<file path="config.mk">
export PLATFORM = sky130hd
export DESIGN_NAME = tkts_mod
export DESIGN_NICKNAME = d
export VERILOG_FILES = /design/src/rtl/tkts_pkg.sv /design/src/rtl/tkts_mod.sv
export SDC_FILE = /design/constraint.sdc
export NUM_CORES = 1
export LEC_CHECK = 0
export BUFFER_PORTS_ARGS = -buffer_cell sky130_fd_sc_hd__buf_2
export CAP_MARGIN = 20
export CORE_MARGIN = 3
export CORE_UTILIZATION = 26
export DETAILED_ROUTE_END_ITERATION = 10
export PLACE_DENSITY = 0.42
export SLEW_MARGIN = 10
export SYNTH_ARGS = -nofsm -noshare
export SYNTH_HDL_FRONTEND = slang
export SYNTH_SLANG_ARGS = --single-unit
</file>
<file path="constraint.sdc">
create_clock -name clk -period 5.02 [get_ports clk]
set_clock_uncertainty 0.15 [all_clocks]
set_input_delay 0 -clock clk [delete_from_list [all_inputs] [get_ports clk]]
set_output_delay 0 -clock clk [all_outputs]
set_load 0.03 [all_outputs]
</file>
<file path="src/rtl/tkts_pkg.sv">
// shared constants and types of the top-k token sampler
package tkts_pkg;

  // sizes of the candidate chain and of the vocabulary
  localparam int MAX_KEEP   = 64;
  localparam int MAX_VOCAB  = 16384;

  // field widths
  localparam int VAL_W      = 32;
  localparam int IDX_W      = 14;
  localparam int RND_W      = 31;
  localparam int KEEP_CFG_W = 7;

  // derived widths
  localparam int CNT_W      = $clog2(MAX_VOCAB + 1);
  localparam int RANK_W     = (MAX_KEEP > 1) ? $clog2(MAX_KEEP) : 1;
  localparam int KSAT_W     = $clog2(MAX_KEEP + 1);
  localparam int K_W        = (KSAT_W > KEEP_CFG_W) ? KSAT_W : KEEP_CFG_W;
  localparam int CMP_W      = (CNT_W > K_W) ? CNT_W : K_W;
  localparam int MOD_CNT_W  = $clog2(RND_W);

  // configuration port
  localparam int ADDR_W     = 3;
  localparam int DATA_W     = 32;
  localparam logic REG_KEEP   = 1'b0;
  localparam logic REG_SAMPLE = 1'b1;
  localparam logic [KEEP_CFG_W-1:0] KEEP_RESET = KEEP_CFG_W'(40);
  localparam logic SAMPLE_RESET = 1'b1;

  // one candidate: logit, token index and occupied flag
  typedef struct packed {
    logic             vld;
    logic [IDX_W-1:0] idx;
    logic [VAL_W-1:0] val;
  } entry_t;

  // per-cycle command to every cell of the chain
  typedef struct packed {
    logic ins;
    logic shift;
    logic clr;
  } cell_ctl_t;

endpackage

</file>
<file path="src/rtl/tkts_mod.sv">
// bit-serial remainder of the random value by the candidate count
module tkts_mod (
  input  logic                          clk,
  input  logic                          rst_n,
  input  logic                          start_i,
  input  logic [tkts_pkg::RND_W-1:0]    dividend_i,
  input  logic [tkts_pkg::K_W-1:0]      divisor_i,
  output logic                          done_o,
  output logic [tkts_pkg::K_W-1:0]      rem_o
);

  logic                             busy_r, busy_nxt;
  logic [tkts_pkg::MOD_CNT_W-1:0]   cnt_r, cnt_nxt;
  logic [tkts_pkg::RND_W-1:0]       dvd_r, dvd_nxt;
  logic [tkts_pkg::K_W-1:0]         dvs_r, dvs_nxt;
  logic [tkts_pkg::K_W-1:0]         rem_r, rem_nxt;
  logic [tkts_pkg::K_W:0]           rem_sh;

  // one restoring step per cycle, most significant bit first
  assign rem_sh = {rem_r, dvd_r[tkts_pkg::RND_W-1]};

  always_comb begin
    busy_nxt = busy_r;
    cnt_nxt  = cnt_r;
    dvd_nxt  = dvd_r;
    dvs_nxt  = dvs_r;
    rem_nxt  = rem_r;
    if (start_i) begin
      busy_nxt = 1'b1;
      cnt_nxt  = '0;
      dvd_nxt  = dividend_i;
      dvs_nxt  = divisor_i;
      rem_nxt  = '0;
    end else if (busy_r) begin
      dvd_nxt = {dvd_r[tkts_pkg::RND_W-2:0], 1'b0};
      if (rem_sh >= {1'b0, dvs_r}) begin
        rem_nxt = tkts_pkg::K_W'(rem_sh - {1'b0, dvs_r});
      end else begin
        rem_nxt = tkts_pkg::K_W'(rem_sh);
      end
      cnt_nxt = cnt_r + 1'b1;
      if (cnt_r == tkts_pkg::MOD_CNT_W'(tkts_pkg::RND_W - 1)) begin
        busy_nxt = 1'b0;
      end
    end
  end

  always_ff @(posedge clk) begin
    if (!rst_n) begin
      busy_r <= 1'b0;
      cnt_r  <= '0;
    end else begin
      busy_r <= busy_nxt;
      cnt_r  <= cnt_nxt;
    end
    dvd_r <= dvd_nxt;
    dvs_r <= dvs_nxt;
    rem_r <= rem_nxt;
  end

  assign done_o = !busy_r;
  assign rem_o  = rem_r;

endmodule

</file>
==> metrics.md, run 1 <==
| Metric | Value |
|---|---|
| Commonest cells in the netlist | 38 x edfxtp_1, 30 x mux2_1, 14 x inv_1 |
| FILL cells | 973 |
| I/O pins | 49 |
| Synthesis Warnings | 0 |
| Post-Syn Nets | 248 |
| Mapped Avg Cell Area | 12.9 µm² |
| Vias per inst | 4.31 |
| TNS Setup | 0 ns |
| Rows | 35 |
| Yosys top cell by area | edfxtp_1 |
| Max stage delay on crit path | 0.41 ns |
| Mapped cell area | 2540 µm² |
| WP data required | 5.02 ns |
| Crit path DAT | 2.39 ns |
| Sequential share of power | 52.4% |
| Latest clock arrival within the worst-skew pair | 0.30 ns |
| Gr ovfl total | 0 |
| Number of buffers on the longest clock path | 2 |
| Clock share of power | 31.9% |
| DRC viols | 0 |
| Multi-input logic area | 1040 µm² |
| Post-synth EDFFs | 38 |
| Seq cells post-synth | 51 |
| Vias in the first global route | 1868 |
| Routability congestion estimate | 0.720 |
| CP max stage cell | fa_1 |
| Crit-path leading delay family | simple AND/OR/NAND/NOR gates |
| Post-synth top area share | 45.0% |
| RSZ-0062 raised after global routing | no |
| Final worst path period need | 2.39 ns |
| H-Tree Level Count | 2 |
| CP Class | flip-flop to flip-flop |
| Int Power | 0.739 mW |
| Part of the power in combinational logic | 15.7% |
| Die width | 105 µm |
| Largest net degree at the start of global routing | 46 |
| Routed wire per std cell | 12.9 µm |
| FF+latch area | 1400 µm² |
| Core Area | 9370 µm² |
| # port buffers | 48 |
| Achievable Freq | 418 MHz |
| Status | complete, no violations |
| Routed wire length | 5350 µm |
| Initial core utilization | 27.1% |
| Final Max Slew Viols | 0 |
| Clk sinks | 51 |
| LEAKAGE | 1.34 nW |
| Initial DRC Count | 55 |
| Worst-Margin Slew | 0.938 ns |
| Critical Path Sink Type | flip-flop |
| CTS tree | yes |
| CTS Buf Count | 5 |
| Resize count post-CTS | 0 |
| Async set or reset register ratio after synthesis | 0% |
| First-pass DRT Iterations | 4 |
| Vias | 1784 |
| P_sw | 0.234 mW |
| Area delta synth->final | 34.8% |
| Crit path buffers/inverters | 2 |
| Final hold violation count | 0 |
| Hold Path Class | input pin to flip-flop |
| Fin cells | 414 |
| Final net count | 335 |
| CP max FO | 9 |
| MaxCap Viol Count | 0 |
| Die height | 105 µm |
| Detail Placement HPWL | 3490 µm |
| Area contributors post-synth | edfxtp_1 45%, mux2_1 13%, dfxtp_1 10% |
| Post-route ant nets | 0 |
| PD cells | 284 nW/µm² |
| Peak VDD IR | 0.000129 V |
| Share of layout cells above drive strength 1 | 21.8% |
| Die ar. | 11000 µm² |
| Clock root cell | clkbuf_8 |
| Unique masters post-synth | 44 |
| Worst-path cell chain | inv_1, ha_1, inv_1, fa_1, a211oi_2, or3_1, and3_4, a311oi_1 |
| Worst relative slew slack | 37.5% |
| # setup viols final | 0 |
| Tcrit/Tclk final | 47.6% |
| Part of the Yosys area used for sequential elements | 55.3% |
| Reg clk slew, reported paths | 0.10 ns |
| Top_reg_cell synth | edfxtp_1 |
| Antenna violations before repair | 0 |
| Number of diodes | 0 |
| Most common cell in the netlist | edfxtp_1 |
| Total track usage | 10.4% |
| Top cell by count, worst path | inv_1 |
| Global-route wire length before repair | 9170 µm |
| Placed insts | 367 |
| Gate Count Post-Synth | 197 |
| CP startpoint kind | flip-flop |
| Sw Share | 24.0% |
-- routing by layer --
metal,vias to the layer above,wire [µm],track usage [%]
met1,843,2700,13.7
met3,4,127,2.16
met2,27,2440,16.8
li1,910,-,-
met4,0,78,3.66
met5,-,0,0
-- cells in the final DEF, fill, tap and decap left out, types with 4 or more instances in the layout --
master         instances
nor3b_1                6
clkbuf_8               6
nor2_1                12
dlygate4sd3_1         39
inv_1                 14
ha_1                   9
nand2_1                7
edfxtp_1              38
a41oi_1                5
a311oi_1               4
mux2_1                30
dfxtp_1               13
buf_2                 48
xnor2_1                4
-- cell type report --
cell class              instances  area share, %
flip-flops and latches         51           41.0
multi-input cells             123           30.3
well taps                     129           4.72
clock buffers                   6           2.41
clock inverters                 2           1.13
repair buffers                 89           18.9
inverters                      14           1.54
-- per-stage QoR --
stage	cell area (µm²)	util (%)	hold WS [ns]	power [mW]	setup slack (ns)
CTS	3420	36.5	0.238	0.988	2.61
global route	3420	36.5	0.244	1.03	2.44
floorplan	2540	-	-0.0511	0.606	2.89
finish	3420	36.5	0.251	0.973	2.63
global placement	2910	31.0	0.0278	0.651	2.64
detailed placement	2910	31.0	0.0281	0.651	2.62
-- power by group through the flow --
stage | clock [mW] | sequential, mW | combinational, mW
floorplan | 0 | 0.518 | 0.0880
global placement | 0 | 0.519 | 0.132
detailed placement | 0 | 0.520 | 0.132
CTS | 0.322 | 0.511 | 0.156
global route | 0.340 | 0.515 | 0.173
finish | 0.310 | 0.510 | 0.153
-- cell families after synthesis --
group                      share of synthesized area [%]
DFF                                                 55.3
and+or+nand+nor                                     9.62
AOI/OAI and AO/OA                                   10.3
muxes                                               13.3
buffers and inverters                               3.85
adders and majority gates                           5.23
xor gates and xnor gates                            2.42
-- worst reg2reg max path: stages, from the launching register on --
cell	delay, ns
edfxtp_1	0.36
inv_1	0.08
ha_1	0.16
inv_1	0.05
fa_1	0.41
a211oi_2	0.29
or3_1	0.36
and3_4	0.28
a311oi_1	0.09
-- sequential cells by signal, indices dropped and copies added (netlist names) --
register / cells
busy_r: 1
rem_o: 7
dvd_r: 31
dvs_r: 7
cnt_r: 5
-- worst paths after layout --
check                                   from   endpoint  slack, ns  cells past startpoint
worst max-delay path               dvd_r[30]   rem_o[0]       2.63                      8
worst min-delay path            divisor_i[1]   dvs_r[1]       0.25                      2
worst max register to register     dvd_r[30]   rem_o[0]       2.63                      8
worst min register to register     dvd_r[27]  dvd_r[28]       0.37                      1
-- what timing repair did --
| item | in CTS | in global routing |
|---|---|---|
| buffers inserted | 0 | 0 |
| hold buffers | 39 | 0 |
| endpoints found under the hold margin | 44 | 0 |
No activity file was read; power rests on OpenSTA's default activity.
==> inputs of run 2 (changes only) <==
Settings changed: PLACE_DENSITY 0.42 to 0.43.
Clock period 5.02 ns to 2 ns, I/O delays scaled along.
==> metrics.md, run 2 (synthesis gave the netlist of run 1 again) <==
| Metric | Value |
|---|---|
| Status | complete, but fails checks |
| Failing checks | negative setup slack |
| Reg clk slew, reported paths | 0.10 ns (about the same) |
| Routed wire per std cell | 12.9 µm (-0.55%) |
| Initial core utilization | 27.1% (unchanged) |
| Worst-path cell chain | inv_2, ha_4, inv_2, fa_2, a211oi_2, or3_4, and3_4, a311oi_2 |
| Tcrit/Tclk final | 102% (+54 points) |
| Worst setup margin | -0.0329 ns (-2.66 ns) |
| RSZ-0062 raised after global routing | yes |
| Clock share of power | 26.3% (-5.6 points) |
| Latest clock arrival within the worst-skew pair | 0.31 ns (about the same) |
| Biggest register | dvd_r |
| CTS Buf Count | 5 (unchanged) |
| MaxCap Viol Count | 0 (unchanged) |
| Sw Share | 26.2% (+2.2 points) |
| Number of buffers on the longest clock path | 2 (unchanged) |
| P_sw | 0.628 mW (+170%) |
| Detail Placement HPWL | 3810 µm (+9.2%) |
| Post-route ant nets | 0 (unchanged) |
| I/O pins | 49 (unchanged) |
| Top cell by count, worst path | inv_2 |
| Initial DRC Count | 53 (-3.6%) |
| Most frequent cells in the layout | 48 x buf_2, 40 x dlygate4sd3_1, 38 x edfxtp_1 |
| Final worst path period need | 2.03 ns (-0.359 ns) |
| CP Class | flip-flop to flip-flop |
| Clk sinks | 51 (unchanged) |
| Die height | 105 µm (unchanged) |
| Commonest non-fill, non-tap cell in the layout | buf_2 |
| WP data required | 2.03 ns (-2.99 ns) |
| Max stage delay on crit path | 0.39 ns (-0.02 ns) |
| Sequential share of power | 53.2% (+0.8 points) |
| Number of diodes | 0 (unchanged) |
| Worst relative slew slack | 77.9% (+40 points) |
| # setup viols final | 3 (+3) |
| First-pass DRT Iterations | 4 (unchanged) |
| FF-to-FF path depth | 8 (unchanged) |
| Vias | 1905 (+6.8%) |
| H-Tree Level Count | 2 (unchanged) |
| Fin cells | 439 (+6.0%) |
| Final hold violation count | 0 (unchanged) |
| Achievable Freq | 492 MHz (+18%) |
| Worst-Margin Slew | 0.330 ns (-0.608 ns) |
| CTS tree | yes |
| Total track usage | 10.7% (+0.34 points) |
| Setup crit start | dvd_r[30] |
| Die ar. | 11000 µm² (unchanged) |
| Area delta synth->final | 47.3% |
| Share of layout cells above drive strength 1 | 33.5% (+12 points) |
| Multi-input logic area | 1160 µm² (+12%) |
| CP startpoint kind | flip-flop |
| Largest net degree at the start of global routing | 32 (-30%) |
| Rows | 35 (unchanged) |
| Placed insts | 388 (+5.7%) |
| Routability congestion estimate | 0.749 (+4.0%) |
| Critical Path Sink Type | flip-flop |
| Worst R2R Start | dvd_r[30] |
| Flop2flop setup slack | -0.03 ns (-2.66 ns) |
| # port buffers | 48 (unchanged) |
| Core Area | 9370 µm² (unchanged) |
| Number of flip-flops in the largest register | 31 (unchanged) |
| Pre-CTS setup slack | -0.189 ns (-2.81 ns) |
| Routed wire length | 5640 µm (+5.5%) |
| Hold Path Class | input pin to flip-flop |
| DRC viols | 0 (unchanged) |
| Vias per inst | 4.34 (+0.70%) |
| Global-route wire length before repair | 9360 µm (+2.0%) |
| Part of the power in combinational logic | 20.5% (+4.8 points) |
| Antenna violations before repair | 0 (unchanged) |
| R2r endpoint | rem_o[0] |
| FF+latch area | 1400 µm² (about the same) |
| Worst setup endpoint | rem_o[0] |
| FILL cells | 938 (-3.6%) |
| Vias in the first global route | 1988 (+6.4%) |
| Final net count | 360 (+7.5%) |
| Peak VDD IR | 0.000229 V (+78%) |
| Crit path DAT | 2.07 ns (-0.32 ns) |
| Clock root cell | clkbuf_8 |
| Int Power | 1.77 mW (+140%) |
| CP max FO | 7 (-2) |
| PD cells | 641 nW/µm² (+130%) |
| LEAKAGE | 1.47 nW (+9.4%) |
| CP max stage cell | edfxtp_1 |
| WHS Path Cells | 2 (unchanged) |
| Die width | 105 µm (unchanged) |
| Gr ovfl total | 0 (unchanged) |
| Final Max Slew Viols | 0 (unchanged) |
run 2: cell count changes in the layout (fill, tap and decap cells not counted), moves of 3 or more:
cell     before  now
inv_2         0    3
buf_6         0    3
a41oi_1       5    2
ha_1          9    5
ha_4          0    4
buf_4         2   21
inv_1        14   11
a41oi_2       0    3
run 2: how the worst min path moves through the flow:
stage	start	endpoint	slack (ns)
final	divisor_i[3]	dvs_r[3]	0.25
after global routing	divisor_i[2]	dvs_r[2]	0.24
after CTS	divisor_i[1]	dvs_r[1]	0.23
after detailed placement	divisor_i[1]	dvs_r[1]	0.03
after global placement	divisor_i[6]	dvs_r[6]	0.03
after floorplan	divisor_i[0]	dvs_r[0]	-0.05
run 2: final cells by class:
class | count | share of cell area (%)
Clock buffer | 6 | 1.94
Clock inverter | 2 | 0.435
Inverter | 14 | 1.41
Multi-Input combinational cell | 123 | 31.0
Sequential cell | 51 | 37.5
Tap cell | 129 | 4.32
Timing Repair Buffer | 114 | 23.3
run 2: power groups by stage:
stage | sequential [mW] | combinational, mW | clock [mW]
2_1_floorplan | 1.30 | 0.231 | 0
3_3_place_gp | 1.30 | 0.403 | 0
3_5_place_dp | 1.30 | 0.400 | 0
4_1_cts | 1.27 | 0.477 | 0.664
5_1_grt | 1.28 | 0.543 | 0.705
6_report | 1.27 | 0.491 | 0.630
run 2: routing by layer:
layer / routed length, µm / GRT usage (%)
met1: 2710 / 13.2
met2: 2700 / 17.9
met3: 171 / 2.53
met4: 69 / 4.50
met5: 0 / 0
run 2: timing repair:
| action | CTS | global route |
|---|---|---|
| hold buffers | 40 | 0 |
| resized for setup | 9 | 10 |
| setup buffers | 2 | 1 |
| pin swaps | 6 | 10 |
| endpoints found under the hold margin | 46 | 0 |
| setup endpoints to repair | 7 | 7 |
run 2: worst max-delay path: cells and delay by family, from the launching register on:
kind | cells | cell delay [ns]
compound gates | 2 | 0.34
fa+ha+maj | 2 | 0.48
simple gates | 2 | 0.44
buf+inv | 2 | 0.12
flops | 1 | 0.39
run 2: through the flow:
| stage | hold slack [ns] | setup TNS (ns) | power [mW] | cell area [µm²] | utilization, % |
|---|---|---|---|---|---|
| after floorplan | -0.0511 | -0.357 | 1.53 | 2570 | - |
| after global placement | 0.0267 | -0.904 | 1.70 | 3130 | 33.4 |
| after detailed placement | 0.0281 | -1.07 | 1.70 | 3130 | 33.4 |
| after CTS | 0.228 | -0.0645 | 2.42 | 3680 | 39.2 |
| after global routing | 0.236 | -0.463 | 2.53 | 3740 | 39.9 |
| final | 0.245 | -0.0866 | 2.39 | 3740 | 39.9 |
