[config.mk]
export PLATFORM = sky130hd
export DESIGN_NAME = tkts_cell
export DESIGN_NICKNAME = d
export VERILOG_FILES = /design/src/rtl/tkts_pkg.sv /design/src/rtl/tkts_cell.sv
export SDC_FILE = /design/constraint.sdc
export NUM_CORES = 1
export LEC_CHECK = 0
export BUFFER_PORTS_ARGS = -buffer_cell sky130_fd_sc_hd__buf_4
export CAP_MARGIN = 30
export CORE_MARGIN = 4
export CORE_UTILIZATION = 34
export DETAILED_ROUTE_END_ITERATION = 12
export RECOVER_POWER = 25
export SLEW_MARGIN = 10
export SYNTH_ARGS = -nofsm -noshare
export SYNTH_HDL_FRONTEND = slang
export SYNTH_SLANG_ARGS = --single-unit
export TNS_END_PERCENT = 5
[constraint.sdc]
create_clock -name clk -period 5.25 [get_ports clk]
set_input_delay 1.05 -clock clk [delete_from_list [all_inputs] [get_ports clk]]
set_output_delay 1.05 -clock clk [all_outputs]
set_load 0.01 [all_outputs]
[src/rtl/tkts_pkg.sv]
// shared constants and types of the top-k token sampler
package tkts_pkg;

  // sizes of the candidate chain and of the vocabulary
  localparam int MAX_KEEP   = 64;
  localparam int MAX_VOCAB  = 16384;

  // field widths
  localparam int VAL_W      = 32;
  localparam int IDX_W      = 14;
  localparam int RND_W      = 31;
  localparam int KEEP_CFG_W = 7;

  // derived widths
  localparam int CNT_W      = $clog2(MAX_VOCAB + 1);
  localparam int RANK_W     = (MAX_KEEP > 1) ? $clog2(MAX_KEEP) : 1;
  localparam int KSAT_W     = $clog2(MAX_KEEP + 1);
  localparam int K_W        = (KSAT_W > KEEP_CFG_W) ? KSAT_W : KEEP_CFG_W;
  localparam int CMP_W      = (CNT_W > K_W) ? CNT_W : K_W;
  localparam int MOD_CNT_W  = $clog2(RND_W);

  // configuration port
  localparam int ADDR_W     = 3;
  localparam int DATA_W     = 32;
  localparam logic REG_KEEP   = 1'b0;
  localparam logic REG_SAMPLE = 1'b1;
  localparam logic [KEEP_CFG_W-1:0] KEEP_RESET = KEEP_CFG_W'(40);
  localparam logic SAMPLE_RESET = 1'b1;

  // one candidate: logit, token index and occupied flag
  typedef struct packed {
    logic             vld;
    logic [IDX_W-1:0] idx;
    logic [VAL_W-1:0] val;
  } entry_t;

  // per-cycle command to every cell of the chain
  typedef struct packed {
    logic ins;
    logic shift;
    logic clr;
  } cell_ctl_t;

endpackage

[src/rtl/tkts_cell.sv]
// one cell of the sorted candidate chain
module tkts_cell (
  input  logic               clk,
  input  logic               rst_n,
  input  tkts_pkg::cell_ctl_t ctl_i,
  input  tkts_pkg::entry_t   pass_i,
  input  tkts_pkg::entry_t   up_i,
  output tkts_pkg::entry_t   stored_o,
  output tkts_pkg::entry_t   pass_o
);

  tkts_pkg::entry_t st_r, st_nxt;
  tkts_pkg::entry_t pass_r, pass_nxt;
  logic             wins;

  // incoming candidate outranks the held one: larger logit, or equal logit and lower index
  assign wins = pass_i.vld &&
                (!st_r.vld ||
                 ($signed(pass_i.val) > $signed(st_r.val)) ||
                 ((pass_i.val == st_r.val) && (pass_i.idx < st_r.idx)));

  // insert, shift towards the head, or clear
  always_comb begin
    st_nxt   = st_r;
    pass_nxt = pass_r;
    if (ctl_i.clr) begin
      st_nxt.vld   = 1'b0;
      pass_nxt.vld = 1'b0;
    end else if (ctl_i.shift) begin
      st_nxt       = up_i;
      pass_nxt.vld = 1'b0;
    end else if (ctl_i.ins) begin
      if (wins) begin
        st_nxt   = pass_i;
        pass_nxt = st_r;
      end else begin
        pass_nxt = pass_i;
      end
    end
  end

  always_ff @(posedge clk) begin
    if (!rst_n) begin
      st_r.vld   <= 1'b0;
      pass_r.vld <= 1'b0;
    end else begin
      st_r   <= st_nxt;
      pass_r <= pass_nxt;
    end
  end

  assign stored_o = st_r;
  assign pass_o   = pass_r;

endmodule

==> results of run 1 <==
[metal layers]
| layer | track usage (%) | vias up |
|---|---|---|
| li1 | - | 1784 |
| met3 | 6.06 | 8 |
| met1 | 19.2 | 1751 |
| met4 | 4.72 | 0 |
| met5 | 0 | - |
| met2 | 24.9 | 121 |
[registers in the layout, summed over array words and instances, names as in the netlist]
| name | count |
|---|---|
| pass_o | 47 |
| stored_o | 47 |
[cell usage after synthesis, drive strengths merged (3+ instances only)]
cell type / number
a21o: 6
a21oi: 19
and3: 3
buf: 4
clkbuf: 6
edfxtp: 92
ha: 45
inv: 46
mux2: 91
nand2: 8
nand4: 7
nor2: 4
o211ai: 3
o21a: 3
o21ai: 7
[how the worst max path moves through the flow]
| stage | to | slack, ns | cells past startpoint | start |
|---|---|---|---|---|
| floorplan | pass_o[0] | 0.11 | 3 | ctl_i[1] |
| global placement | stored_o[9] | 0.86 | 10 | pass_i[31] |
| detailed placement | stored_o[40] | 0.80 | 10 | pass_i[31] |
| CTS | stored_o[39] | 1.16 | 10 | pass_i[31] |
| global route | pass_o[34] | 0.63 | 4 | ctl_i[1] |
| finish | pass_o[34] | 1.01 | 4 | ctl_i[1] |
[cells by family (layout without fill, tap and decap cells)]
| family | count (synthesis) | in the layout | synth area share, % |
|---|---|---|---|
| AOI/OAI and AO/OA | 47 | 47 | 5.82 |
| and+or+nand+nor | 35 | 35 | 4.04 |
| muxes | 91 | 91 | 19.9 |
| buffers and inverters | 56 | 257 | 4.75 |
| adders and majority gates | 45 | 45 | 11.0 |
| DFF | 94 | 94 | 54.5 |
[cell type report]
type | count | area (µm²) | area share [%]
timing repair buffer | 195 | 1320 | 19.0
inverter | 46 | 173 | 2.50
multi-input combinational | 218 | 2090 | 30.3
clock inverter | 7 | 72.6 | 1.05
tap | 184 | 230 | 3.33
sequential | 94 | 2800 | 40.5
clock buffer | 9 | 225 | 3.26
[through the flow]
stage / util (%) / total power, mW
CTS: 48.3 / 1.87
global route: 47.0 / 1.93
finish: 47.0 / 1.84
global placement: 46.2 / 1.19
detailed placement: 46.2 / 1.20
floorplan: - / 1.06
[worst register-to-register path, delay by kind of cell (launching register included)]
kind / cells / cell delay (ns)
AND/OR/NAND/NOR: 3 / 1.13
flip-flops: 1 / 0.38
AO/OA/AOI/OAI: 4 / 1.12
adder cells (fa/ha/maj): 1 / 0.32
buffers and inverters: 2 / 0.33
[power groups by stage]
stage	clock (mW)	sequential, mW	combinational (mW)
6_report	0.666	0.875	0.297
4_1_cts	0.686	0.875	0.307
3_3_place_gp	0	0.891	0.300
3_5_place_dp	0	0.892	0.306
2_1_floorplan	0	0.900	0.160
5_1_grt	0.720	0.877	0.333
==> out/metrics.json, run 1 <==
{
  "insertedDiodeCount": {"value": 0},
  "htreeDepth": {"value": 3},
  "finish.cell_count_without_fillers": {"value": 753},
  "post-route-drc-count": {"value": 0},
  "layout.filler_cells": {"value": 1386},
  "grtUsageTotal": {"value": 15.4, "unit": "%"},
  "cp.buffers_inverters": {"value": 3},
  "max-cap-violations": {"value": 1},
  "wire_per_inst": {"value": 17.5, "unit": "µm"},
  "slowest_delay": {"value": 2.14, "unit": "ns"},
  "synth_enable_flop_cells": {"value": 92},
  "p_leak": {"value": 2.90, "unit": "nW"},
  "postRouteAntennaNets": {"value": 0},
  "cts_sinks": {"value": 94},
  "synth.area.top_cells": {"value": "sky130_fd_sc_hd__edfxtp_1 (54%), sky130_fd_sc_hd__mux2_2 (20%), sky130_fd_sc_hd__ha_1 (11%)"},
  "yosys_cell_types": {"value": 36},
  "crit_chain": {"value": "clkbuf_1 > nor3_1 > buf_6 > buf_12"},
  "most_common_cell_after_layout_fill_and_taps_aside": {"value": "sky130_fd_sc_hd__buf_4"},
  "outcome": {"value": "complete, but fails checks"},
  "placedInstanceArea": {"value": 6800, "unit": "µm²"},
  "relSlewSlack": {"value": -104, "unit": "%"},
  "met1_length": {"value": 5500, "unit": "µm"},
  "die_width": {"value": 131, "unit": "µm"},
  "combPwrFrac": {"value": 16.2, "unit": "%"},
  "dr_total_vias": {"value": 3664},
  "summed_negative_setup_slack_over_all_endpoints": {"value": 0, "unit": "ns"},
  "worst-slew-pin-transition": {"value": 3.06, "unit": "ns"},
  "mostFrequentLayoutCells": {"value": "sky130_fd_sc_hd__buf_4 (145), sky130_fd_sc_hd__edfxtp_1 (92), sky130_fd_sc_hd__mux2_2 (91), sky130_fd_sc_hd__clkbuf_1 (47), sky130_fd_sc_hd__inv_1 (46)"},
  "postSynthCellCount": {"value": 368},
  "setup_ws_post_layout": {"value": 1.01, "unit": "ns"},
  "flops_latches_synth": {"value": 94},
  "synthFlopType": {"value": "sky130_fd_sc_hd__edfxtp_1"},
  "avgViaCountPerCell": {"value": 4.87},
  "seqPwrFrac": {"value": 47.6, "unit": "%"},
  "overflow": {"value": 0},
  "worstPathArrival": {"value": 4.32, "unit": "ns"},
  "clock-skew-final": {"value": 0.0120, "unit": "ns"},
  "grt_start_max_net_pins": {"value": 53},
  "port_buffers": {"value": 192},
  "worstPathMaxFanout": {"value": 52},
  "async_reset_ff_share": {"value": 0, "unit": "%"},
  "category_of_the_critical_setup_timing_path": {"value": "in2reg"},
  "rsz_0062_raised_after_global_routing": {"value": "false"},
  "worst_r2r_startpoint": {"value": "stored_o[31]"},
  "hp-class": {"value": "reg2reg"},
  "design.die.area": {"value": 17200, "unit": "µm²"},
  "postRouteWirelength": {"value": 13200, "unit": "µm"},
  "finalHoldWorstSlack": {"value": 0.549, "unit": "ns"},
  "post_cts_buffers": {"value": 0},
  "hold_path_startpoint": {"value": "pass_o[46]"},
  "rr_worst_depth": {"value": 10},
  "setup_slack_of_the_worst_register_to_register_path": {"value": 1.59, "unit": "ns"},
  "ioPinCount": {"value": 193},
  "power.share.clock": {"value": 36.2, "unit": "%"},
  "worst-endpoint-required": {"value": 5.33, "unit": "ns"},
  "critical-path-slowest-cell": {"value": "sky130_fd_sc_hd__clkbuf_1"},
  "failed_checks": {"value": "capacitance limit, slew limit"},
  "clk_root_buffer_cell": {"value": "sky130_fd_sc_hd__clkbuf_16"},
  "post-route-period-util": {"value": 80.7, "unit": "%"},
  "initial_utilization": {"value": 35.0, "unit": "%"},
  "final_design_area_no_fill": {"value": 6910, "unit": "µm²"},
  "yosysTopAreaCellShare": {"value": 53.7, "unit": "%"},
  "timing.final.max_slew_violations": {"value": 53},
  "met2RoutedLength": {"value": 6390, "unit": "µm"},
  "placeableCoreArea": {"value": 14700, "unit": "µm²"},
  "route.met3.wl": {"value": 1190, "unit": "µm"},
  "internal-power": {"value": 1.40, "unit": "mW"},
  "hpwl": {"value": 9790, "unit": "µm"},
  "cts_tree": {"value": "done"},
  "dr.first_iter.drc_count": {"value": 132},
  "syn_to_final_growth": {"value": 34.5, "unit": "%"},
  "synthesis.nets": {"value": 512},
  "netSwitchingFraction": {"value": 23.9, "unit": "%"},
  "critical_path.reg2reg.endpoint": {"value": "stored_o[34]"},
  "placementRows": {"value": 44},
  "synth_top_area_cell": {"value": "sky130_fd_sc_hd__edfxtp_1"},
  "worstSetupStartpointType": {"value": "input pin"},
  "yosys_warnings": {"value": 0},
  "cts_inserted_buffers": {"value": 9},
  "post_route_cells_drive_above_1_share": {"value": 45.5, "unit": "%"},
  "timing.final.hold_violations": {"value": 0},
  "max_clock_freq": {"value": 236, "unit": "MHz"},
  "grt_pass1_vias": {"value": 3752},
  "setup_viol": {"value": 0},
  "grt_pass1_wl": {"value": 20000, "unit": "µm"},
  "clkLatencyLatePin": {"value": 0.35, "unit": "ns"},
  "synth_sequential_area_ratio": {"value": 54.5, "unit": "%"},
  "resized_gates_after_cts": {"value": 0},
  "post_synth_instance_area": {"value": 5140, "unit": "µm²"},
  "post_synth.cell_area_avg": {"value": 14.0, "unit": "µm²"},
  "routed.top_layer": {"value": "met4"},
  "number_of_nets_in_the_layout": {"value": 708},
  "p_sw": {"value": 0.439, "unit": "mW"},
  "dp_cells": {"value": 737},
  "first_pass_iters": {"value": 5},
  "dp_worst_setup_slack": {"value": 0.801, "unit": "ns"},
  "clk_pin_slew": {"value": 0.07, "unit": "ns"},
  "ir_drop": {"value": 0.000123, "unit": "V"},
  "cellPowerDensity": {"value": 266, "unit": "nW/µm²"},
  "antenna_violations_before_repair": {"value": 0},
  "fp.dieH": {"value": 131, "unit": "µm"},
  "worstSetupEndpointType": {"value": "flop"},
  "finalWeightedCongestion": {"value": 0.791},
  "worst_hold_path.endpoint": {"value": "pass_o[46]"},
  "final_period_minus_worst_setup_slack": {"value": 4.24, "unit": "ns"},
  "worstHoldPathCells": {"value": 2},
  "worst_path_dominant_cell_family": {"value": "buffers and inverters"},
  "cts_max_path_buffers": {"value": 2},
  "postCtsHoldBufs": {"value": 0}
}
Power figures use the tool's default switching activity.
==> run 2: changes to the inputs <==
- ABC_AREA: default -> 1
- clock period: 5.25 -> 3.4 ns (I/O delays scaled with it)
==> run 2 against run 1 <==
  * The flow still finishes with violations (capacitance limit, slew limit)
  * Final area increased by 5.8%
  * Sequential cell count unchanged
  * Total power increased by 49%
  * Largest power group unchanged
  * Clock skew decreased by 0.0058 ns
  * Die area increased by 6.5%
  * Combinational power increased by 62%
  * Setup slack got worse by 0.33 ns
  * First-iteration DRC count increased by 17%
  * Critical path depth increased by 11
  * Hold slack got worse by 0.077 ns
  * Via count increased by 22%
==> out/metrics.json, run 2 <==
{
  "ir_drop": {"value": 0.000231, "unit": "V"},
  "setup_ws_post_layout": {"value": 0.682, "unit": "ns"},
  "synthesis.nets": {"value": 717},
  "layout.filler_cells": {"value": 1599},
  "initial_utilization": {"value": 34.6, "unit": "%"},
  "synth_enable_flop_cells": {"value": 92},
  "grtUsageTotal": {"value": 16.4, "unit": "%"},
  "power": {"value": 2.74, "unit": "mW"},
  "finalWeightedCongestion": {"value": 0.788},
  "final_period_minus_worst_setup_slack": {"value": 2.72, "unit": "ns"},
  "timing.final.hold_violations": {"value": 0},
  "dp_worst_setup_slack": {"value": 0.254, "unit": "ns"},
  "yosysTopAreaCellShare": {"value": 50.3, "unit": "%"},
  "max_clock_freq": {"value": 368, "unit": "MHz"},
  "avgViaCountPerCell": {"value": 4.53},
  "grt_start_max_net_pins": {"value": 48},
  "design.die.area": {"value": 18300, "unit": "µm²"},
  "summed_negative_setup_slack_over_all_endpoints": {"value": 0, "unit": "ns"},
  "worstSetupStartpointType": {"value": "input pin"},
  "max-cap-violations": {"value": 1},
  "port_buffers": {"value": 192},
  "hp-class": {"value": "reg2reg"},
  "synth.most_common_cell": {"value": "sky130_fd_sc_hd__nand2_1"},
  "final-seq-area": {"value": 2800, "unit": "µm²"},
  "category_of_the_critical_setup_timing_path": {"value": "in2reg"},
  "finish.cell_count_without_fillers": {"value": 987},
  "number_of_nets_in_the_layout": {"value": 910},
  "worstPathMaxFanout": {"value": 21},
  "postRouteWirelength": {"value": 14700, "unit": "µm"},
  "synth.area.top_cells": {"value": "sky130_fd_sc_hd__edfxtp_1 (50%), sky130_fd_sc_hd__nand2_1 (13%), sky130_fd_sc_hd__ha_1 (10%)"},
  "dr_total_vias": {"value": 4474},
  "hpwl": {"value": 11400, "unit": "µm"},
  "syn_to_final_growth": {"value": 33.1, "unit": "%"},
  "placementRows": {"value": 46},
  "grt_pass1_vias": {"value": 4649},
  "setup_slack_of_the_worst_register_to_register_path": {"value": 0.70, "unit": "ns"},
  "async_reset_ff_share": {"value": 0, "unit": "%"},
  "clk_root_buffer_cell": {"value": "sky130_fd_sc_hd__clkbuf_16"},
  "post_route_cells_drive_above_1_share": {"value": 36.4, "unit": "%"},
  "clock-skew-final": {"value": 0.00620, "unit": "ns"},
  "fp.dieH": {"value": 135, "unit": "µm"},
  "flops_latches_synth": {"value": 94},
  "dr.first_iter.drc_count": {"value": 154},
  "relSlewSlack": {"value": -54.0, "unit": "%"},
  "ioPinCount": {"value": 193},
  "post_cts_buffers": {"value": 0},
  "antenna_violations_before_repair": {"value": 0},
  "grt_pass1_wl": {"value": 23300, "unit": "µm"},
  "area_of_the_multi_input_gates": {"value": 2330, "unit": "µm²"},
  "postSynthCellCount": {"value": 573},
  "cts_max_path_buffers": {"value": 2},
  "resized_gates_after_cts": {"value": 0},
  "failed_checks": {"value": "capacitance limit, slew limit"},
  "synthFlopType": {"value": "sky130_fd_sc_hd__edfxtp_1"},
  "placeableCoreArea": {"value": 15900, "unit": "µm²"},
  "yosys_cell_types": {"value": 24},
  "synth_top_area_cell": {"value": "sky130_fd_sc_hd__edfxtp_1"},
  "postRouteAntennaNets": {"value": 0},
  "post_synth.cell_area_avg": {"value": 9.59, "unit": "µm²"},
  "htreeDepth": {"value": 3},
  "worstPathArrival": {"value": 2.74, "unit": "ns"},
  "dp_cells": {"value": 971},
  "layout.core_utilization": {"value": 46.1, "unit": "%"},
  "cts_sinks": {"value": 94},
  "wire_per_inst": {"value": 14.9, "unit": "µm"},
  "most_common_cell_after_layout_fill_and_taps_aside": {"value": "sky130_fd_sc_hd__nand2_1"},
  "insertedDiodeCount": {"value": 0},
  "cellPowerDensity": {"value": 374, "unit": "nW/µm²"},
  "outcome": {"value": "complete, but fails checks"},
  "yosys_warnings": {"value": 0},
  "worst-endpoint-required": {"value": 3.43, "unit": "ns"},
  "first_pass_iters": {"value": 4},
  "mostFrequentLayoutCells": {"value": "sky130_fd_sc_hd__nand2_1 (194), sky130_fd_sc_hd__buf_4 (165), sky130_fd_sc_hd__edfxtp_1 (92), sky130_fd_sc_hd__inv_1 (62)"},
  "die_width": {"value": 135, "unit": "µm"},
  "setup_viol": {"value": 0},
  "timing.final.max_slew_violations": {"value": 48},
  "rsz_0062_raised_after_global_routing": {"value": "false"},
  "overflow": {"value": 0},
  "post_synth_instance_area": {"value": 5500, "unit": "µm²"},
  "synth_sequential_area_ratio": {"value": 51.0, "unit": "%"},
  "p_leak": {"value": 3.42, "unit": "nW"},
  "cts_tree": {"value": "done"},
  "post-route-period-util": {"value": 79.9, "unit": "%"},
  "post-route-drc-count": {"value": 0},
  "worstSetupEndpointType": {"value": "flop"},
  "postCtsHoldBufs": {"value": 0},
  "most_frequent_cells_after_synthesis": {"value": "sky130_fd_sc_hd__nand2_1 (194), sky130_fd_sc_hd__edfxtp_1 (92), sky130_fd_sc_hd__inv_1 (62)"},
  "worst-slew-pin-transition": {"value": 2.31, "unit": "ns"},
  "clk_pin_slew": {"value": 0.06, "unit": "ns"},
  "clkLatencyLatePin": {"value": 0.35, "unit": "ns"},
  "cts_inserted_buffers": {"value": 9}
}
run 2: cell count changes after synthesis, sizes merged, moves of 3 or more:
| cell | before | now |
|---|---|---|
| a21o | 6 | 3 |
| nand2 | 8 | 240 |
| nor2 | 4 | 20 |
| o211ai | 3 | 0 |
| buf | 4 | 13 |
| inv | 46 | 65 |
| and3 | 3 | 0 |
| o21ai | 7 | 49 |
| nand3 | 2 | 9 |
| mux2 | 91 | 0 |
| nand4 | 7 | 2 |
run 2: per-layer routing:
layer  routed length, µm  GRT usage (%)
met2                7440           29.1
met4                 350           6.94
met1                6080           19.1
met5                   0              0
met3                 795           3.64
run 2: through the flow:
stage / hold WS, ns / cell area [µm²]
global route: 0.519 / 7320
finish: 0.473 / 7320
detailed placement: 0.471 / 7190
global placement: 0.458 / 7190
floorplan: 0.480 / 5510
CTS: 0.480 / 7450
run 2: final timing paths:
| path | endpoint | start | cells after the start |
|---|---|---|---|
| max | stored_o[44] | pass_i[31] | 15 |
| min | pass_o[46] | pass_o[46] | 2 |
| min reg2reg | pass_o[46] | pass_o[46] | 2 |
| max reg2reg | stored_o[44] | stored_o[31] | 15 |
run 2: logic make-up after synthesis:
| kind of cell | after synthesis | share of synthesized area [%] |
|---|---|---|
| fa+ha+maj | 45 | 10.2 |
| compound gates | 75 | 10.2 |
| buf+inv | 85 | 7.10 |
| simple gates | 274 | 21.5 |
| flops | 94 | 51.0 |
run 2: final cells by class:
type / instances / share of cell area [%]
flip-flops and latches: 94 / 38.3
clock buffers: 11 / 3.18
inverters: 65 / 3.33
well taps: 216 / 3.69
clock inverters: 5 / 0.359
multi-input cells: 394 / 31.8
repair buffers: 202 / 19.3
run 2: worst max-delay path, cell delays in order:
cell	delay, ns
sky130_fd_sc_hd__buf_4	0.13
sky130_fd_sc_hd__ha_1	0.35
sky130_fd_sc_hd__nand2_1	0.10
sky130_fd_sc_hd__nor2_2	0.13
sky130_fd_sc_hd__nand2_1	0.09
sky130_fd_sc_hd__inv_2	0.07
sky130_fd_sc_hd__nand3_1	0.09
sky130_fd_sc_hd__nor3b_2	0.18
sky130_fd_sc_hd__nand3_1	0.09
sky130_fd_sc_hd__nand2_1	0.08
sky130_fd_sc_hd__inv_2	0.03
sky130_fd_sc_hd__nand2_2	0.08
sky130_fd_sc_hd__nand3_1	0.13
sky130_fd_sc_hd__a21oi_4	0.17
sky130_fd_sc_hd__buf_4	0.33
run 2: report_power, final:
| group | switching [mW] | leakage, nW | internal (mW) |
|---|---|---|---|
| clock network | 0.430 | 0.127 | 0.490 |
| registers | 0.0164 | 0.865 | 1.32 |
| logic | 0.265 | 2.43 | 0.218 |
==> run 3: changes to the inputs <==
- clock period: 3.4 -> 2.8 ns (I/O delays scaled with it)
==> run 3 against run 2 <==
  * The run now ends clean
  * Non-clock buffer count rose by 2
  * Clock-buffer cell count rose by 2
  * Total power grew 23%
  * Clock skew hardly changed
  * Utilization grew 2.4 points
  * Sequential power rose by 22%
  * Sequential cell count did not move
  * Critical path depth is 2 lower
  * Sequential share of layout area shrank 1.9 points
  * First-iteration DRC count increased by 40%
  * Critical endpoint is now stored_o[29]
  * Highest routed layer unchanged
==> out/metrics.json, run 3 (synthesis results as in run 2) <==
{
  "initial_utilization": {"value": 34.6, "unit": "%"},
  "category_of_the_critical_setup_timing_path": {"value": "reg2reg"},
  "timing.final.max_slew_violations": {"value": 0},
  "worstHoldPathCells": {"value": 2},
  "dr.first_iter.drc_count": {"value": 215},
  "most_common_cell_after_layout_fill_and_taps_aside": {"value": "sky130_fd_sc_hd__nand2_1"},
  "finalWeightedCongestion": {"value": 0.794},
  "final_period_minus_worst_setup_slack": {"value": 2.56, "unit": "ns"},
  "postRouteAntennaNets": {"value": 0},
  "top_usage_layer": {"value": "met2"},
  "cts_sinks": {"value": 94},
  "global_route_met1_utilization": {"value": 21.7, "unit": "%"},
  "dp_worst_setup_slack": {"value": -0.0532, "unit": "ns"},
  "worst_hold_path.endpoint": {"value": "pass_o[46]"},
  "dp_cells": {"value": 973},
  "number_of_nets_in_the_layout": {"value": 912},
  "layout.core_utilization": {"value": 48.5, "unit": "%"},
  "cellPowerDensity": {"value": 437, "unit": "nW/µm²"},
  "overflow": {"value": 0},
  "grtUsageTotal": {"value": 16.9, "unit": "%"},
  "first_pass_iters": {"value": 4},
  "post-route-period-util": {"value": 91.4, "unit": "%"},
  "max_clock_freq": {"value": 391, "unit": "MHz"},
  "relSlewSlack": {"value": 23.4, "unit": "%"},
  "fp.dieH": {"value": 135, "unit": "µm"},
  "setup_viol": {"value": 0},
  "insertedDiodeCount": {"value": 0},
  "summed_negative_setup_slack_over_all_endpoints": {"value": 0, "unit": "ns"},
  "power": {"value": 3.36, "unit": "mW"},
  "resized_gates_after_cts": {"value": 0},
  "cts_tree": {"value": "done"},
  "worstSetupStartpointType": {"value": "flop"},
  "cts_inserted_buffers": {"value": 9},
  "worst_r2r_startpoint": {"value": "stored_o[15]"},
  "critical_path.reg2reg.endpoint": {"value": "stored_o[29]"},
  "hp-class": {"value": "reg2reg"},
  "clk_pin_slew": {"value": 0.06, "unit": "ns"},
  "outcome": {"value": "finished clean"},
  "post_route_cells_drive_above_1_share": {"value": 42.2, "unit": "%"},
  "avgViaCountPerCell": {"value": 4.58},
  "grt_pass1_wl": {"value": 24400, "unit": "µm"},
  "final-seq-area": {"value": 2800, "unit": "µm²"},
  "max-cap-violations": {"value": 0},
  "p_leak": {"value": 3.52, "unit": "nW"},
  "clkLatencyLatePin": {"value": 0.34, "unit": "ns"},
  "finish.cell_count_without_fillers": {"value": 989},
  "placementRows": {"value": 46},
  "grt_pass1_vias": {"value": 4793},
  "wire_per_inst": {"value": 15.2, "unit": "µm"},
  "rsz_0062_raised_after_global_routing": {"value": "false"},
  "htreeDepth": {"value": 3},
  "postRouteWirelength": {"value": 15100, "unit": "µm"},
  "syn_to_final_growth": {"value": 40.1, "unit": "%"},
  "layout.filler_cells": {"value": 1544},
  "die_width": {"value": 135, "unit": "µm"},
  "worstPathMaxFanout": {"value": 30},
  "post-route-drc-count": {"value": 0},
  "worst-slew-pin-transition": {"value": 1.15, "unit": "ns"},
  "worstSetupEndpointType": {"value": "flop"},
  "worst-endpoint-required": {"value": 2.84, "unit": "ns"},
  "hold_path_startpoint": {"value": "pass_o[46]"},
  "dr_total_vias": {"value": 4527},
  "antenna_violations_before_repair": {"value": 0},
  "ir_drop": {"value": 0.000285, "unit": "V"},
  "setup_slack_of_the_worst_register_to_register_path": {"value": 0.24, "unit": "ns"},
  "port_buffers": {"value": 192},
  "cts_max_path_buffers": {"value": 2},
  "setup_ws_post_layout": {"value": 0.240, "unit": "ns"},
  "global_route.usage.met3": {"value": 3.23, "unit": "%"},
  "timing.final.hold_violations": {"value": 0},
  "grt_use_met2": {"value": 28.3, "unit": "%"},
  "placeableCoreArea": {"value": 15900, "unit": "µm²"},
  "mostFrequentLayoutCells": {"value": "sky130_fd_sc_hd__nand2_1 (191), sky130_fd_sc_hd__buf_4 (184), sky130_fd_sc_hd__edfxtp_1 (92), sky130_fd_sc_hd__inv_1 (62), sky130_fd_sc_hd__nand2_2 (48)"},
  "ioPinCount": {"value": 193},
  "design.die.area": {"value": 18300, "unit": "µm²"},
  "clk_root_buffer_cell": {"value": "sky130_fd_sc_hd__clkbuf_16"},
  "clock-skew-final": {"value": 0.00665, "unit": "ns"},
  "worstPathArrival": {"value": 2.60, "unit": "ns"},
  "area_of_the_multi_input_gates": {"value": 2570, "unit": "µm²"},
  "hpwl": {"value": 11500, "unit": "µm"},
  "rr_worst_depth": {"value": 13},
  "grt_start_max_net_pins": {"value": 49},
  "postCtsHoldBufs": {"value": 0},
  "post_cts_buffers": {"value": 0}
}
-- run 3: cell types whose count changed in the layout (fill, tap and decap cells not counted), sizes merged --
| cell | change |
|---|---|
| clkbuf | -19 |
| clkinvlp | -1 |
| buf | +23 |
| clkinv | -1 |
-- run 3: area by class of cell --
type                    instances  share of cell area [%]
clock buffers                  13                    3.12
inverters                      65                    3.17
well taps                     216                    3.51
multi-input cells             394                    33.4
flip-flops and latches         94                    36.4
clock inverters                 3                   0.146
repair buffers                204                    20.3
-- run 3: worst max path at each step --
stage / from / to / slack (ns)
final: stored_o[15] / stored_o[29] / 0.24
after CTS: stored_o[15] / stored_o[27] / 0.19
after detailed placement: pass_i[15] / stored_o[29] / -0.05
after global routing: stored_o[10] / stored_o[26] / 0.03
after floorplan: pass_i[31] / stored_o[0] / -0.09
after global placement: pass_i[3] / stored_o[25] / -0.03
-- run 3: through the flow --
| step | instance area, µm² | hold slack (ns) |
|---|---|---|
| 5_1_grt | 7700 | 0.482 |
| 3_3_place_gp | 7500 | 0.458 |
| 3_5_place_dp | 7500 | 0.465 |
| 4_1_cts | 7750 | 0.468 |
| 2_1_floorplan | 5760 | 0.482 |
| 6_report | 7700 | 0.470 |
-- run 3: layer usage --
metal  wire length (µm)  vias up  share of wire, %
li1                   -     2279                 -
met1               6450     2092                43
met5                  0        -                 0
met4                358        0               2.4
met2               7310      135                49
met3                940       21               6.2
-- run 3: worst max-delay path: stages, from the launching register on --
cell                       delay [ns]
sky130_fd_sc_hd__edfxtp_1        0.39
sky130_fd_sc_hd__inv_1           0.14
sky130_fd_sc_hd__ha_4            0.22
sky130_fd_sc_hd__a21o_1          0.15
sky130_fd_sc_hd__nor2_1          0.15
sky130_fd_sc_hd__nand2_1         0.12
sky130_fd_sc_hd__a21oi_2         0.16
sky130_fd_sc_hd__nand3_1         0.09
sky130_fd_sc_hd__nand2_1         0.08
sky130_fd_sc_hd__nand3_2         0.07
sky130_fd_sc_hd__nand2_2         0.08
sky130_fd_sc_hd__nand3_2         0.11
sky130_fd_sc_hd__a21oi_4         0.23
sky130_fd_sc_hd__buf_12          0.25
-- run 3: where the power goes --
group | total (mW) | internal [mW] | switching (mW) | leakage (nW)
Clock | 1.10 | 0.595 | 0.505 | 0.120
Combinational | 0.638 | 0.295 | 0.343 | 2.54
Sequential | 1.63 | 1.61 | 0.0201 | 0.865
Total | 3.36 | 2.50 | 0.868 | 3.52
